--- config.mk ---
export PLATFORM = sky130hd
export DESIGN_NAME = complex_arithmetic_unit
export DESIGN_NICKNAME = d
export VERILOG_FILES = /design/src/rtl/cau_pkg.sv /design/src/rtl/complex_arithmetic_unit.sv
export SDC_FILE = /design/constraint.sdc
export NUM_CORES = 2
export LEC_CHECK = 0
export BUFFER_PORTS_ARGS = -buffer_cell sky130_fd_sc_hd__buf_2
export CAP_MARGIN = 20
export CELL_PAD_IN_SITES_DETAIL_PLACEMENT = 1
export CELL_PAD_IN_SITES_GLOBAL_PLACEMENT = 1
export CORE_UTILIZATION = 54
export CTS_CLUSTER_SIZE = 8
export DETAILED_ROUTE_END_ITERATION = 8
export PLACE_DENSITY_LB_ADDON = 0.1
export SYNTH_ARGS = -nofsm -noshare
export SYNTH_HDL_FRONTEND = slang
export SYNTH_SLANG_ARGS = --single-unit
--- constraint.sdc ---
create_clock -name clock -period 13.75 [get_ports clock]
set_clock_uncertainty 0.05 [all_clocks]
set_input_delay 1.375 -clock clock [delete_from_list [all_inputs] [get_ports clock]]
set_output_delay 1.375 -clock clock [all_outputs]
set_load 0.03 [all_outputs]
--- src/rtl/cau_pkg.sv ---
// cau_pkg: shared types, codes and helpers for the complex arithmetic unit.
// No dependencies.
`default_nettype none

package cau_pkg;

   localparam int FRAC_BITS = 16;

   localparam int WORD_W    = 32;
   localparam int PROD_W    = 2 * WORD_W;
   localparam int MUL_STEPS = WORD_W;
   localparam int DIV_STEPS = PROD_W + FRAC_BITS;
   localparam int CNT_W     = $clog2(DIV_STEPS + 1);

   localparam logic [WORD_W-1:0] ONE_FIX  = WORD_W'(1) << FRAC_BITS;
   localparam logic [WORD_W-1:0] POS_MAX  = {1'b0, {(WORD_W-1){1'b1}}};
   localparam logic [WORD_W-1:0] NEG_MIN  = {1'b1, {(WORD_W-1){1'b0}}};

   // operation kinds
   localparam logic [2:0] K_ADD = 3'd0;
   localparam logic [2:0] K_SUB = 3'd1;
   localparam logic [2:0] K_MUL = 3'd2;
   localparam logic [2:0] K_DIV = 3'd3;
   localparam logic [2:0] K_POW = 3'd4;
   localparam logic [2:0] K_EQ  = 3'd5;

   // result status
   localparam logic [1:0] ST_OK   = 2'd0;
   localparam logic [1:0] ST_OVF  = 2'd1;
   localparam logic [1:0] ST_DIVZ = 2'd2;

   typedef enum logic [9:0] {
      S_IDLE  = 10'b00_0000_0001,
      S_EXEC  = 10'b00_0000_0010,
      S_LOAD  = 10'b00_0000_0100,
      S_MUL   = 10'b00_0000_1000,
      S_ACC   = 10'b00_0001_0000,
      S_NORM  = 10'b00_0010_0000,
      S_DINIT = 10'b00_0100_0000,
      S_DIV   = 10'b00_1000_0000,
      S_DFIN  = 10'b01_0000_0000,
      S_OUT   = 10'b10_0000_0000
   } state_type;

   // Sign-magnitude to saturated word; bit WORD_W is the overflow flag.
   function automatic logic [WORD_W:0] sat_word(input logic neg,
                                                input logic [PROD_W-1:0] mag);
      logic [WORD_W:0] r;
      if (!neg) begin
         if (mag > PROD_W'(POS_MAX)) r = {1'b1, POS_MAX};
         else                        r = {1'b0, mag[WORD_W-1:0]};
      end else begin
         if (mag > PROD_W'(NEG_MIN)) r = {1'b1, NEG_MIN};
         else                        r = {1'b0, WORD_W'(0) - mag[WORD_W-1:0]};
      end
      return r;
   endfunction

endpackage

`default_nettype wire

--- src/rtl/complex_arithmetic_unit.sv ---
// complex_arithmetic_unit: top level of the complex fixed-point ALU.
// Depends on cau_pkg; one bit-serial multiplier and one bit-serial divider.
//
// Usage
//   Request channel req_*: one transaction carries the operation kind in
//   req_tuser and both Q16.16 complex operands plus the exponent in req_tdata.
//   Response channel rsp_*: one transaction per request with the result in
//   rsp_tdata and the status (ok, overflow, divide by zero) in rsp_tuser.
// Sequencing
//   Add, subtract, equality: after acceptance the request passes S_EXEC and
//   S_OUT, which registers rsp_tvalid unless an earlier response is stalled.
//   Each product runs through the shift-add multiplier one bit per cycle,
//   with load and accumulate states around it. Multiply uses 4 products.
//   Power uses 4 products per exponent step. Divide uses 6 products plus
//   two restoring divisions.
//   One request is worked on at a time; the next is taken once the previous
//   result has moved into the response register.
// Reset: synchronous, clears the sequencer and the response valid.
// Stall: a result waiting on rsp_tready holds the response register; the
//   core may already accept and compute the next request.
`default_nettype none

module complex_arithmetic_unit
   import cau_pkg::*;
(
   input  wire logic         clock,
   input  wire logic         reset,
   input  wire logic         req_tvalid,
   output logic              req_tready,
   // a_re[31:0], a_im[63:32], b_re[95:64], b_im[127:96], power_exp[131:128]
   input  wire logic [135:0] req_tdata,
   // kind[2:0]
   input  wire logic [2:0]   req_tuser,
   output logic              rsp_tvalid,
   input  wire logic         rsp_tready,
   // res_re[31:0], res_im[63:32], is_equal[64]
   output logic [71:0]       rsp_tdata,
   // status[1:0]
   output logic [1:0]        rsp_tuser
);

   state_type state_ff, state_in;

   logic [2:0]        kind_ff, kind_in;
   logic [WORD_W-1:0] ar_ff, ar_in, ai_ff, ai_in, br_ff, br_in, bi_ff, bi_in;
   logic [3:0]        pw_ff, pw_in;
   logic [WORD_W-1:0] cur_re_ff, cur_re_in, cur_im_ff, cur_im_in;
   logic [PROD_W:0]   acc_re_ff, acc_re_in, acc_im_ff, acc_im_in;
   logic [PROD_W-1:0] den_ff, den_in;
   logic [2:0]        step_ff, step_in;
   logic [WORD_W-1:0] mcand_ff, mcand_in;
   logic [PROD_W-1:0] p_ff, p_in;
   logic              neg_ff, neg_in;
   logic [CNT_W-1:0]  cnt_ff, cnt_in;
   logic              ovf_ff, ovf_in, divz_ff, divz_in, eq_ff, eq_in;
   logic              part_ff, part_in;
   logic [PROD_W-1:0] dvd_ff, dvd_in, rem_ff, rem_in;
   logic [WORD_W-1:0] quo_ff, quo_in;
   logic              big_ff, big_in;

   logic              rsp_tvalid_ff, rsp_tvalid_in;
   logic [71:0]       rsp_tdata_ff, rsp_tdata_in;
   logic [1:0]        rsp_tuser_ff, rsp_tuser_in;

   // combinational helpers
   logic [WORD_W-1:0] ur, ui, vr, vi, opx, opy;
   logic              negflag;
   logic [WORD_W:0]   sum33, diff33, mac33, sat_re, sat_im, sat_q;
   logic [PROD_W:0]   ext, sval, src, nre_abs, nim_abs, r2;
   logic              is_pow, is_div;

   assign req_tready = (state_ff == S_IDLE);
   assign rsp_tvalid = rsp_tvalid_ff;
   assign rsp_tdata  = rsp_tdata_ff;
   assign rsp_tuser  = rsp_tuser_ff;

   always_comb begin
      is_pow = (kind_ff == K_POW);
      is_div = (kind_ff == K_DIV);
      ur = is_pow ? cur_re_ff : ar_ff;
      ui = is_pow ? cur_im_ff : ai_ff;
      vr = is_pow ? ar_ff : br_ff;
      vi = is_pow ? ai_ff : bi_ff;
      case (step_ff)
         3'd0:    begin opx = ur; opy = vr; end
         3'd1:    begin opx = ui; opy = vi; end
         3'd2:    begin opx = ur; opy = vi; end
         3'd3:    begin opx = ui; opy = vr; end
         3'd4:    begin opx = vr; opy = vr; end
         default: begin opx = vi; opy = vi; end
      endcase
      // re gets -ui*vi for multiply; im gets -ur*vi for divide
      negflag = ((step_ff == 3'd1) && !is_div) || ((step_ff == 3'd2) && is_div);

      sum33  = {ar_ff[WORD_W-1], ar_ff} + {br_ff[WORD_W-1], br_ff};
      diff33 = {ar_ff[WORD_W-1], ar_ff} - {br_ff[WORD_W-1], br_ff};
      mac33  = {1'b0, p_ff[PROD_W-1:WORD_W]} + (p_ff[0] ? {1'b0, mcand_ff} : 33'd0);

      ext  = {1'b0, p_ff};
      sval = neg_ff ? ((PROD_W+1)'(0) - ext) : ext;

      nre_abs = acc_re_ff[PROD_W] ? ((PROD_W+1)'(0) - acc_re_ff) : acc_re_ff;
      nim_abs = acc_im_ff[PROD_W] ? ((PROD_W+1)'(0) - acc_im_ff) : acc_im_ff;
      sat_re  = sat_word(acc_re_ff[PROD_W], nre_abs[PROD_W-1:0] >> FRAC_BITS);
      sat_im  = sat_word(acc_im_ff[PROD_W], nim_abs[PROD_W-1:0] >> FRAC_BITS);

      src = part_ff ? acc_im_ff : acc_re_ff;
      r2  = {rem_ff, dvd_ff[PROD_W-1]};
      sat_q = sat_word(neg_ff, big_ff ? (PROD_W'(1) << WORD_W) : PROD_W'(quo_ff));
   end

   always_comb begin
      state_in = state_ff;
      kind_in = kind_ff; ar_in = ar_ff; ai_in = ai_ff; br_in = br_ff; bi_in = bi_ff;
      pw_in = pw_ff; cur_re_in = cur_re_ff; cur_im_in = cur_im_ff;
      acc_re_in = acc_re_ff; acc_im_in = acc_im_ff; den_in = den_ff;
      step_in = step_ff; mcand_in = mcand_ff; p_in = p_ff; neg_in = neg_ff;
      cnt_in = cnt_ff; ovf_in = ovf_ff; divz_in = divz_ff; eq_in = eq_ff;
      part_in = part_ff; dvd_in = dvd_ff; rem_in = rem_ff; quo_in = quo_ff;
      big_in = big_ff;
      rsp_tvalid_in = rsp_tvalid_ff && !rsp_tready;
      rsp_tdata_in = rsp_tdata_ff; rsp_tuser_in = rsp_tuser_ff;

      case (state_ff)
         S_IDLE: begin
            if (req_tvalid) begin
               kind_in = req_tuser;
               ar_in = req_tdata[31:0];   ai_in = req_tdata[63:32];
               br_in = req_tdata[95:64];  bi_in = req_tdata[127:96];
               pw_in = req_tdata[131:128];
               ovf_in = 1'b0; divz_in = 1'b0; eq_in = 1'b0;
               state_in = S_EXEC;
            end
         end
         S_EXEC: begin
            cur_re_in = '0; cur_im_in = '0;
            acc_re_in = '0; acc_im_in = '0; den_in = '0;
            step_in = '0; part_in = 1'b0;
            state_in = S_OUT;
            case (kind_ff)
               K_ADD, K_SUB: begin
                  logic [WORD_W:0] t;
                  logic [WORD_W:0] u;
                  t = (kind_ff == K_ADD) ? sum33 : diff33;
                  u = {ai_ff[WORD_W-1], ai_ff} +
                      ((kind_ff == K_ADD) ? {bi_ff[WORD_W-1], bi_ff}
                                          : ((WORD_W+1)'(0) - {bi_ff[WORD_W-1], bi_ff}));
                  cur_re_in = (t[WORD_W] != t[WORD_W-1]) ?
                              (t[WORD_W] ? NEG_MIN : POS_MAX) : t[WORD_W-1:0];
                  cur_im_in = (u[WORD_W] != u[WORD_W-1]) ?
                              (u[WORD_W] ? NEG_MIN : POS_MAX) : u[WORD_W-1:0];
                  ovf_in = (t[WORD_W] != t[WORD_W-1]) || (u[WORD_W] != u[WORD_W-1]);
               end
               K_MUL: state_in = S_LOAD;
               K_DIV: begin
                  if (br_ff == '0 && bi_ff == '0) divz_in = 1'b1;
                  else                            state_in = S_LOAD;
               end
               K_POW: begin
                  cur_re_in = ONE_FIX;
                  if (pw_ff != '0) state_in = S_LOAD;
               end
               K_EQ: eq_in = (ar_ff == br_ff) && (ai_ff == bi_ff);
               default: ;
            endcase
         end
         S_LOAD: begin
            mcand_in = opx[WORD_W-1] ? (WORD_W'(0) - opx) : opx;
            p_in     = {WORD_W'(0), opy[WORD_W-1] ? (WORD_W'(0) - opy) : opy};
            neg_in   = opx[WORD_W-1] ^ opy[WORD_W-1] ^ negflag;
            cnt_in   = '0;
            state_in = S_MUL;
         end
         S_MUL: begin
            p_in   = {mac33, p_ff[WORD_W-1:1]};
            cnt_in = cnt_ff + CNT_W'(1);
            if (cnt_ff == CNT_W'(MUL_STEPS - 1)) state_in = S_ACC;
         end
         S_ACC: begin
            if (step_ff < 3'd2)      acc_re_in = acc_re_ff + sval;
            else if (step_ff < 3'd4) acc_im_in = acc_im_ff + sval;
            else                     den_in    = den_ff + p_ff;
            step_in = step_ff + 3'd1;
            if (is_div) state_in = (step_ff == 3'd5) ? S_DINIT : S_LOAD;
            else        state_in = (step_ff == 3'd3) ? S_NORM  : S_LOAD;
         end
         S_NORM: begin
            cur_re_in = sat_re[WORD_W-1:0];
            cur_im_in = sat_im[WORD_W-1:0];
            ovf_in    = ovf_ff | sat_re[WORD_W] | sat_im[WORD_W];
            acc_re_in = '0; acc_im_in = '0; step_in = '0;
            pw_in     = pw_ff - 4'd1;
            state_in  = (is_pow && pw_ff != 4'd1) ? S_LOAD : S_OUT;
         end
         S_DINIT: begin
            logic [PROD_W:0] m;
            m = src[PROD_W] ? ((PROD_W+1)'(0) - src) : src;
            neg_in = src[PROD_W];
            dvd_in = m[PROD_W-1:0];
            rem_in = '0; quo_in = '0; big_in = 1'b0; cnt_in = '0;
            state_in = S_DIV;
         end
         S_DIV: begin
            logic qb;
            qb = (r2 >= {1'b0, den_ff});
            rem_in = qb ? PROD_W'(r2 - {1'b0, den_ff}) : r2[PROD_W-1:0];
            dvd_in = {dvd_ff[PROD_W-2:0], 1'b0};
            quo_in = {quo_ff[WORD_W-2:0], qb};
            big_in = big_ff | quo_ff[WORD_W-1];
            cnt_in = cnt_ff + CNT_W'(1);
            if (cnt_ff == CNT_W'(DIV_STEPS - 1)) state_in = S_DFIN;
         end
         S_DFIN: begin
            if (part_ff) cur_im_in = sat_q[WORD_W-1:0];
            else         cur_re_in = sat_q[WORD_W-1:0];
            ovf_in  = ovf_ff | sat_q[WORD_W];
            part_in = 1'b1;
            state_in = part_ff ? S_OUT : S_DINIT;
         end
         S_OUT: begin
            if (!rsp_tvalid_ff || rsp_tready) begin
               rsp_tvalid_in = 1'b1;
               rsp_tdata_in  = {7'd0, eq_ff, cur_im_ff, cur_re_ff};
               rsp_tuser_in  = divz_ff ? ST_DIVZ : (ovf_ff ? ST_OVF : ST_OK);
               state_in      = S_IDLE;
            end
         end
         default: state_in = S_IDLE;
      endcase
   end

   always_ff @(posedge clock) begin
      if (reset) begin
         state_ff      <= S_IDLE;
         rsp_tvalid_ff <= 1'b0;
      end else begin
         state_ff      <= state_in;
         rsp_tvalid_ff <= rsp_tvalid_in;
      end
      kind_ff <= kind_in; ar_ff <= ar_in; ai_ff <= ai_in; br_ff <= br_in; bi_ff <= bi_in;
      pw_ff <= pw_in; cur_re_ff <= cur_re_in; cur_im_ff <= cur_im_in;
      acc_re_ff <= acc_re_in; acc_im_ff <= acc_im_in; den_ff <= den_in;
      step_ff <= step_in; mcand_ff <= mcand_in; p_ff <= p_in; neg_ff <= neg_in;
      cnt_ff <= cnt_in; ovf_ff <= ovf_in; divz_ff <= divz_in; eq_ff <= eq_in;
      part_ff <= part_in; dvd_ff <= dvd_in; rem_ff <= rem_in; quo_ff <= quo_in;
      big_ff <= big_in;
      rsp_tdata_ff <= rsp_tdata_in; rsp_tuser_ff <= rsp_tuser_in;
   end

endmodule

`default_nettype wire

## Word-level counts from Yosys, hierarchy flattened

Cells that the tools add are included.

- Reductions and logical operators: 47
- Equal/unequal tests: 41
- Bitwise logic cells: 6
- $lt $le $gt $ge: 9
- Muxes and demuxes: 80
- $add $sub $neg: 21

Operators with widths:

| cell | count |
|---|---|
| one-hot mux 64 bit (2 select lines) | 4 |
| two-way mux 32 bit | 14 |
| two-way mux 33 bit | 12 |
| two-way mux 64 bit | 6 |
| two-way mux 65 bit | 5 |
| one-hot mux 32 bit (3 select lines) | 3 |
| one-hot mux 65 bit (2 select lines) | 2 |
| subtractor 1 x 64 -> 64 bit (first input constant) | 3 |
| subtractor 1 x 32 -> 32 bit (first input constant) | 5 |
| adder 65 bit | 2 |
| one-hot mux 32 bit (2 select lines) | 2 |
| one-hot mux 10 bit (10 select lines) | 1 |
| > comparator 48 x 31 -> 1 bit (second input constant) | 2 |
| > comparator 48 x 32 -> 1 bit (second input constant) | 2 |
| two-way mux 10 bit | 8 |
| adder 32 x 32 -> 33 bit | 2 |
| >= comparator 65 x 64 -> 1 bit | 1 |
| subtractor 1 x 64 -> 65 bit (first input constant) | 1 |
| adder 64 bit | 1 |
| equality test 32 bit | 2 |
| logical NOT 32 bit | 2 |
| subtractor 64 bit | 1 |
| adder 33 bit | 1 |
| > comparator 33 x 31 -> 1 bit (second input constant) | 1 |
| other kinds (52) | 121 |

- Input port bits: 143
- Bits in registers: 743
- Output and inout bits: 76
- Word-level logic and storage cells: 233

## Longest topological paths before layout

- Depth after elaboration: 8
- Depth in mapped cells: 27
- Depth with buffers taken out: 25

## Least setup slack after synthesis

Ideal clock, no wire load.

- Path kind: flip-flop to flip-flop
- Start: reg state_ff[3]
- End: reg acc_im_ff[0], enable pin
- Setup time: 0.585 ns
- Period minus slack after synthesis: 7.383 ns
- Path buffers: 2
- Stages on the path, launching flop included: 8
- Path slack: 6.367 ns
- Arrival time: 6.748 ns
- Required time: 13.115 ns
- Cells stage by stage: dfxtp_1 -> nor4_1 -> nand2_1 -> or3_1 -> or3b_2 -> clkbuf_1 -> clkbuf_1 -> o31ai_1

- Longest elaborated chain between the ends: 4
- Elaborated cells on any way between the ends: 8
- Those cells by class: 5 x eq/ne; 3 x reduce/logical

Ends and longest elaborated chain:

| what | RTL line | text |
|---|---|---|
| start, declared | complex_arithmetic_unit.sv:42 | `state_type state_ff, state_in;` |
| start signal, assigned | complex_arithmetic_unit.sv:237 | `state_ff <= state_in;` |
| equality test 10 x 2 -> 1 bit or equality test 10 x 6 -> 1 bit (tied branches) | complex_arithmetic_unit.sv:124 | `case (state_ff)` |
| OR reduction 2 bit (no source line) | -- |  |
| nonzero test 2 bit (no source line) | -- |  |
| AND reduction 3 bit (no source line) (*) | -- |  |
| end signal, assigned | complex_arithmetic_unit.sv:242 | `acc_re_ff <= acc_re_in; acc_im_ff <= acc_im_in; den_ff <= den_in;` |
| end, declared | complex_arithmetic_unit.sv:48 | `logic [PROD_W:0] acc_re_ff, acc_re_in, acc_im_ff, acc_im_in;` |

Every way passes the cells marked *; elsewhere a longest branch is shown, timed or not.
A chain may end at the register's enable or synchronous reset.

## Worst setup path in the final report

- Start: reg bi_ff[1]
- End: reg cur_im_ff[7] (data pin)

- Longest elaborated chain between the ends: 7
- Elaborated cells on any way between the ends: 8
- Those cells by class: 2 x add/sub; 1 x eq/ne; 5 x mux

Ends and longest elaborated chain:

| what | RTL line | text |
|---|---|---|
| start, declared | complex_arithmetic_unit.sv:45 | `logic [WORD_W-1:0] ar_ff, ar_in, ai_ff, ai_in, br_ff, br_in, bi_ff, bi_in;` |
| start signal, assigned | complex_arithmetic_unit.sv:240 | `kind_ff <= kind_in; ar_ff <= ar_in; ai_ff <= ai_in; br_ff <= br_in; bi_ff <= bi_in;` |
| subtractor 1 x 32 -> 33 bit | complex_arithmetic_unit.sv:147 | `: ((WORD_W+1)'(0) - {bi_ff[WORD_W-1], bi_ff}));` |
| two-way mux 33 bit (*) | complex_arithmetic_unit.sv:146 | `((kind_ff == K_ADD) ? {bi_ff[WORD_W-1], bi_ff}` |
| adder 33 bit (*) | complex_arithmetic_unit.sv:145 | `u = {ai_ff[WORD_W-1], ai_ff} +` |
| two-way mux 32 bit or != test 1 bit (tied branches) | complex_arithmetic_unit.sv:151, complex_arithmetic_unit.sv:150 |  |
| two-way mux 32 bit (*) | complex_arithmetic_unit.sv:150 | `cur_im_in = (u[WORD_W] != u[WORD_W-1]) ?` |
| two-way mux 32 bit (*) | complex_arithmetic_unit.sv:140 | `case (kind_ff)` |
| one-hot mux 32 bit (3 select lines) (*) | complex_arithmetic_unit.sv:124 |  |
| via cur_im_in[7] | complex_arithmetic_unit.sv:47 | `logic [WORD_W-1:0] cur_re_ff, cur_re_in, cur_im_ff, cur_im_in;` |
| end signal, assigned | complex_arithmetic_unit.sv:241 | `pw_ff <= pw_in; cur_re_ff <= cur_re_in; cur_im_ff <= cur_im_in;` |
| end, declared | complex_arithmetic_unit.sv:47 |  |

Mark *: on every way through the listed nets, which the timed path passes. The rest lies on a longest branch.

==> results.ini <==
[power]
finalPower_mw = 6.349
ir_drop_mv = 0.09781
p_leak_nw = 25.58
power_density_nw_per_um2 = 93.90

[logic_synthesis]
netlist.top_cell.by_area = edfxtp_1
yosys_warnings = 0
synth_area_per_cell_um2 = 9.080
ys_ff_latch = 743
mappedNetlistArea_um2 = 62350
synth_edf_count = 732
synth_area_leaders = edfxtp_1 (35%), ha_1 (8.1%), xnor2_1 (5.7%), nor2_1 (4.4%), a21oi_1 (4.2%)
synthArstFlopShare_pct = 0
yosysSeqAreaShare_pct = 35.61
synth_ff_type = edfxtp_1
synth_top_area_share_pct = 35.25
synthDistinctLibCells = 104
netlist_instances = 6867

[route]
drt-total-wl_um = 249000
ant_nets = 0
remaining_drc_errors = 0
via_per_inst = 6.803
dr_total_vias = 57610
routedWlPerCell_um = 29.41
first_iter_violations = 6449
firstDrtPassIters = 7

[clocking]
clk_pin_slew_ps = 60
cts_num_sinks = 743
cts.path.max_buffers = 3
cts_hold_buf = 0
post_cts_buffers = 0
cts_tree = yes
htreeDepth = 3
ctsResizeCount = 0
clock_latency_ps = 720
cts-root-buf = clkbuf_16
cts_made_buffers = 105

[setup_path]
critPathLaunchType = flop
cpLargestDelayFamily = compound AO/OA/AOI/OAI gates
worstSetupPathType = reg2reg
startpoint = bi_ff[1]
endpoint = cur_im_ff[7]
cp.arrival_ps = 8660
r2r_cells = 26
cp-end-kind = flop
reg2reg_from = bi_ff[1]
path_depth = 26
cp_max_fo = 24
crit_required_ps = 14240
path_buf_inv = 4
timing.rr.end = cur_im_ff[7]
rrSetupSlack_ps = 5580
crit_path_max_incr_delay_ps = 540
cp_slowest_cell = a21oi_2

[layout]
area_growth_syn_to_layout_pct = 8.438
fill_cells = 13110
fin_nets = 7462
drive_gt1_share_pct = 8.893

[grt]
busiest_layer = met2
grt_pass1_vias = 57320
gr-total-overflow = 0
use_met2_pct = 64.96
antenna_found_initial = 26
groute.usage.overall_pct = 41.76
grt_pass1_wl_um = 366300
met1_usage_pct = 53.57
grt_util_met3_pct = 7.822
grt_max_degree = 142

[min_path]
hp-class = reg2reg

[floorplan]
die_width_um = 341.8
die_area_um2 = 116800
core_area_um2 = 114300
row_count = 124
ios = 219
dieHeight_um = 341.8
initial_utilization_pct = 54.53

[sta]
fin_crit_ps = 8173
fin_setup_tns_ps = 0
slew_headroom_pct = 10.12
tightestPinTransition_ps = 1348
fmax_mhz = 122.4
min_period_over_period_pct = 59.44
hold_viol_final = 0
rsz0062_at_grt = no
finalMaxSlewViolations = 0
setup_viol = 0

[status]
outcome = complete, no violations

[placement]
place.gp.congestion = 1.031
io_buffers = 207
hpwl_um = 193000

[flow_run]
drv_cap = 0

how the worst min path moves through the flow:
stage	start	end	slack (ps)	cells after the start
CTS	cur_im_ff[11]	rsp_tdata[43]	450	0
global placement	dvd_ff[57]	dvd_ff[58]	440	2
finish	cur_im_ff[11]	rsp_tdata[43]	460	0
global route	cur_im_ff[11]	rsp_tdata[43]	460	0
detailed placement	cur_im_ff[7]	rsp_tdata[39]	440	0
floorplan	eq_ff	rsp_tdata[64]	350	0
Yosys cell counts, drive strengths merged (100+ instances only):
| cell | count |
|---|---|
| a21o | 258 |
| inv | 264 |
| a21oi | 520 |
| nand3 | 122 |
| nand2 | 529 |
| o21ai | 457 |
| ha | 404 |
| clkbuf | 288 |
| edfxtp | 732 |
| nor2 | 725 |
| xor2 | 234 |
| nor3 | 176 |
| mux2i | 158 |
| xnor2 | 408 |
| and2 | 100 |
| nand4 | 107 |
| a31oi | 105 |
layout make-up:
type | count | area, um2 | area share [%]
multi-input cells | 5497 | 37880 | 56.03
flip-flops and latches | 743 | 22200 | 32.83
clock buffers | 137 | 2790 | 4.127
well taps | 1512 | 1892 | 2.798
repair buffers | 293 | 1705 | 2.522
inverters | 267 | 1005 | 1.486
clock inverters | 12 | 121.4 | 0.1795
diodes | 7 | 17.52 | 0.02591
sequential cells by signal (all words and copies together), names as in the netlist, 64 cells and up:
signal and count:
acc_im_ff 65, rsp_tdata 65, acc_re_ff 65, den_ff 64, rem_ff 64, dvd_ff 64, p_ff 64
logic make-up after synthesis:
logic type,synth area share [%]
xor+xnor,9.030
flops,35.61
compound gates,19.65
simple gates,17.59
other cells,0.006014
mux,5.751
fa+ha+maj,8.380
buf+inv,3.987
report_power, final:
part           internal (mW)  switching, mW  total, mW
sequential              2.57          0.129       2.70
clock                   1.41           1.06       2.47
combinational          0.418          0.759       1.18
routing by layer:
layer | vias to the layer above | wire, um | part of all wire (%)
li1 | 25470 | - | -
met1 | 28580 | 95130 | 38
met2 | 2890 | 111300 | 45
met3 | 662 | 24820 | 10
met4 | 10 | 17710 | 7.1
met5 | - | 64 | 0.026
cell usage in the layout (no fill, tap or decap), drive strengths merged, types with 61 or more instances in the layout:
cell type / instances
buf: 291
o31ai: 64
a21oi: 520
a21o: 258
a211oi: 61
xnor2: 408
edfxtp: 732
or3: 62
mux2i: 158
inv: 270
nand4: 107
clkbuf: 139
nor2b: 84
a31oi: 105
nor4: 65
xor2: 234
nor3: 176
nor2: 725
nand2: 529
mux4: 84
nand3: 122
nand2b: 75
and2: 100
ha: 404
o21ai: 457
o211ai: 61
through the flow:
step / utilization (%) / instance area (um2) / cells / worst slack, ps / hold slack, ps
6_report: 59.13 / 67610 / 8468 / 5577 / 455.9
4_1_cts: 59.07 / 67540 / 8455 / 5303 / 447.5
2_1_floorplan: - / 62380 / 6873 / 6367 / 350.3
3_5_place_dp: 56.52 / 64630 / 8306 / 5364 / 439.7
3_3_place_gp: 56.52 / 64620 / 8305 / 5606 / 444.1
5_1_grt: 59.12 / 67600 / 8462 / 5126 / 458.3
No activity file was read; power rests on OpenSTA's default activity.
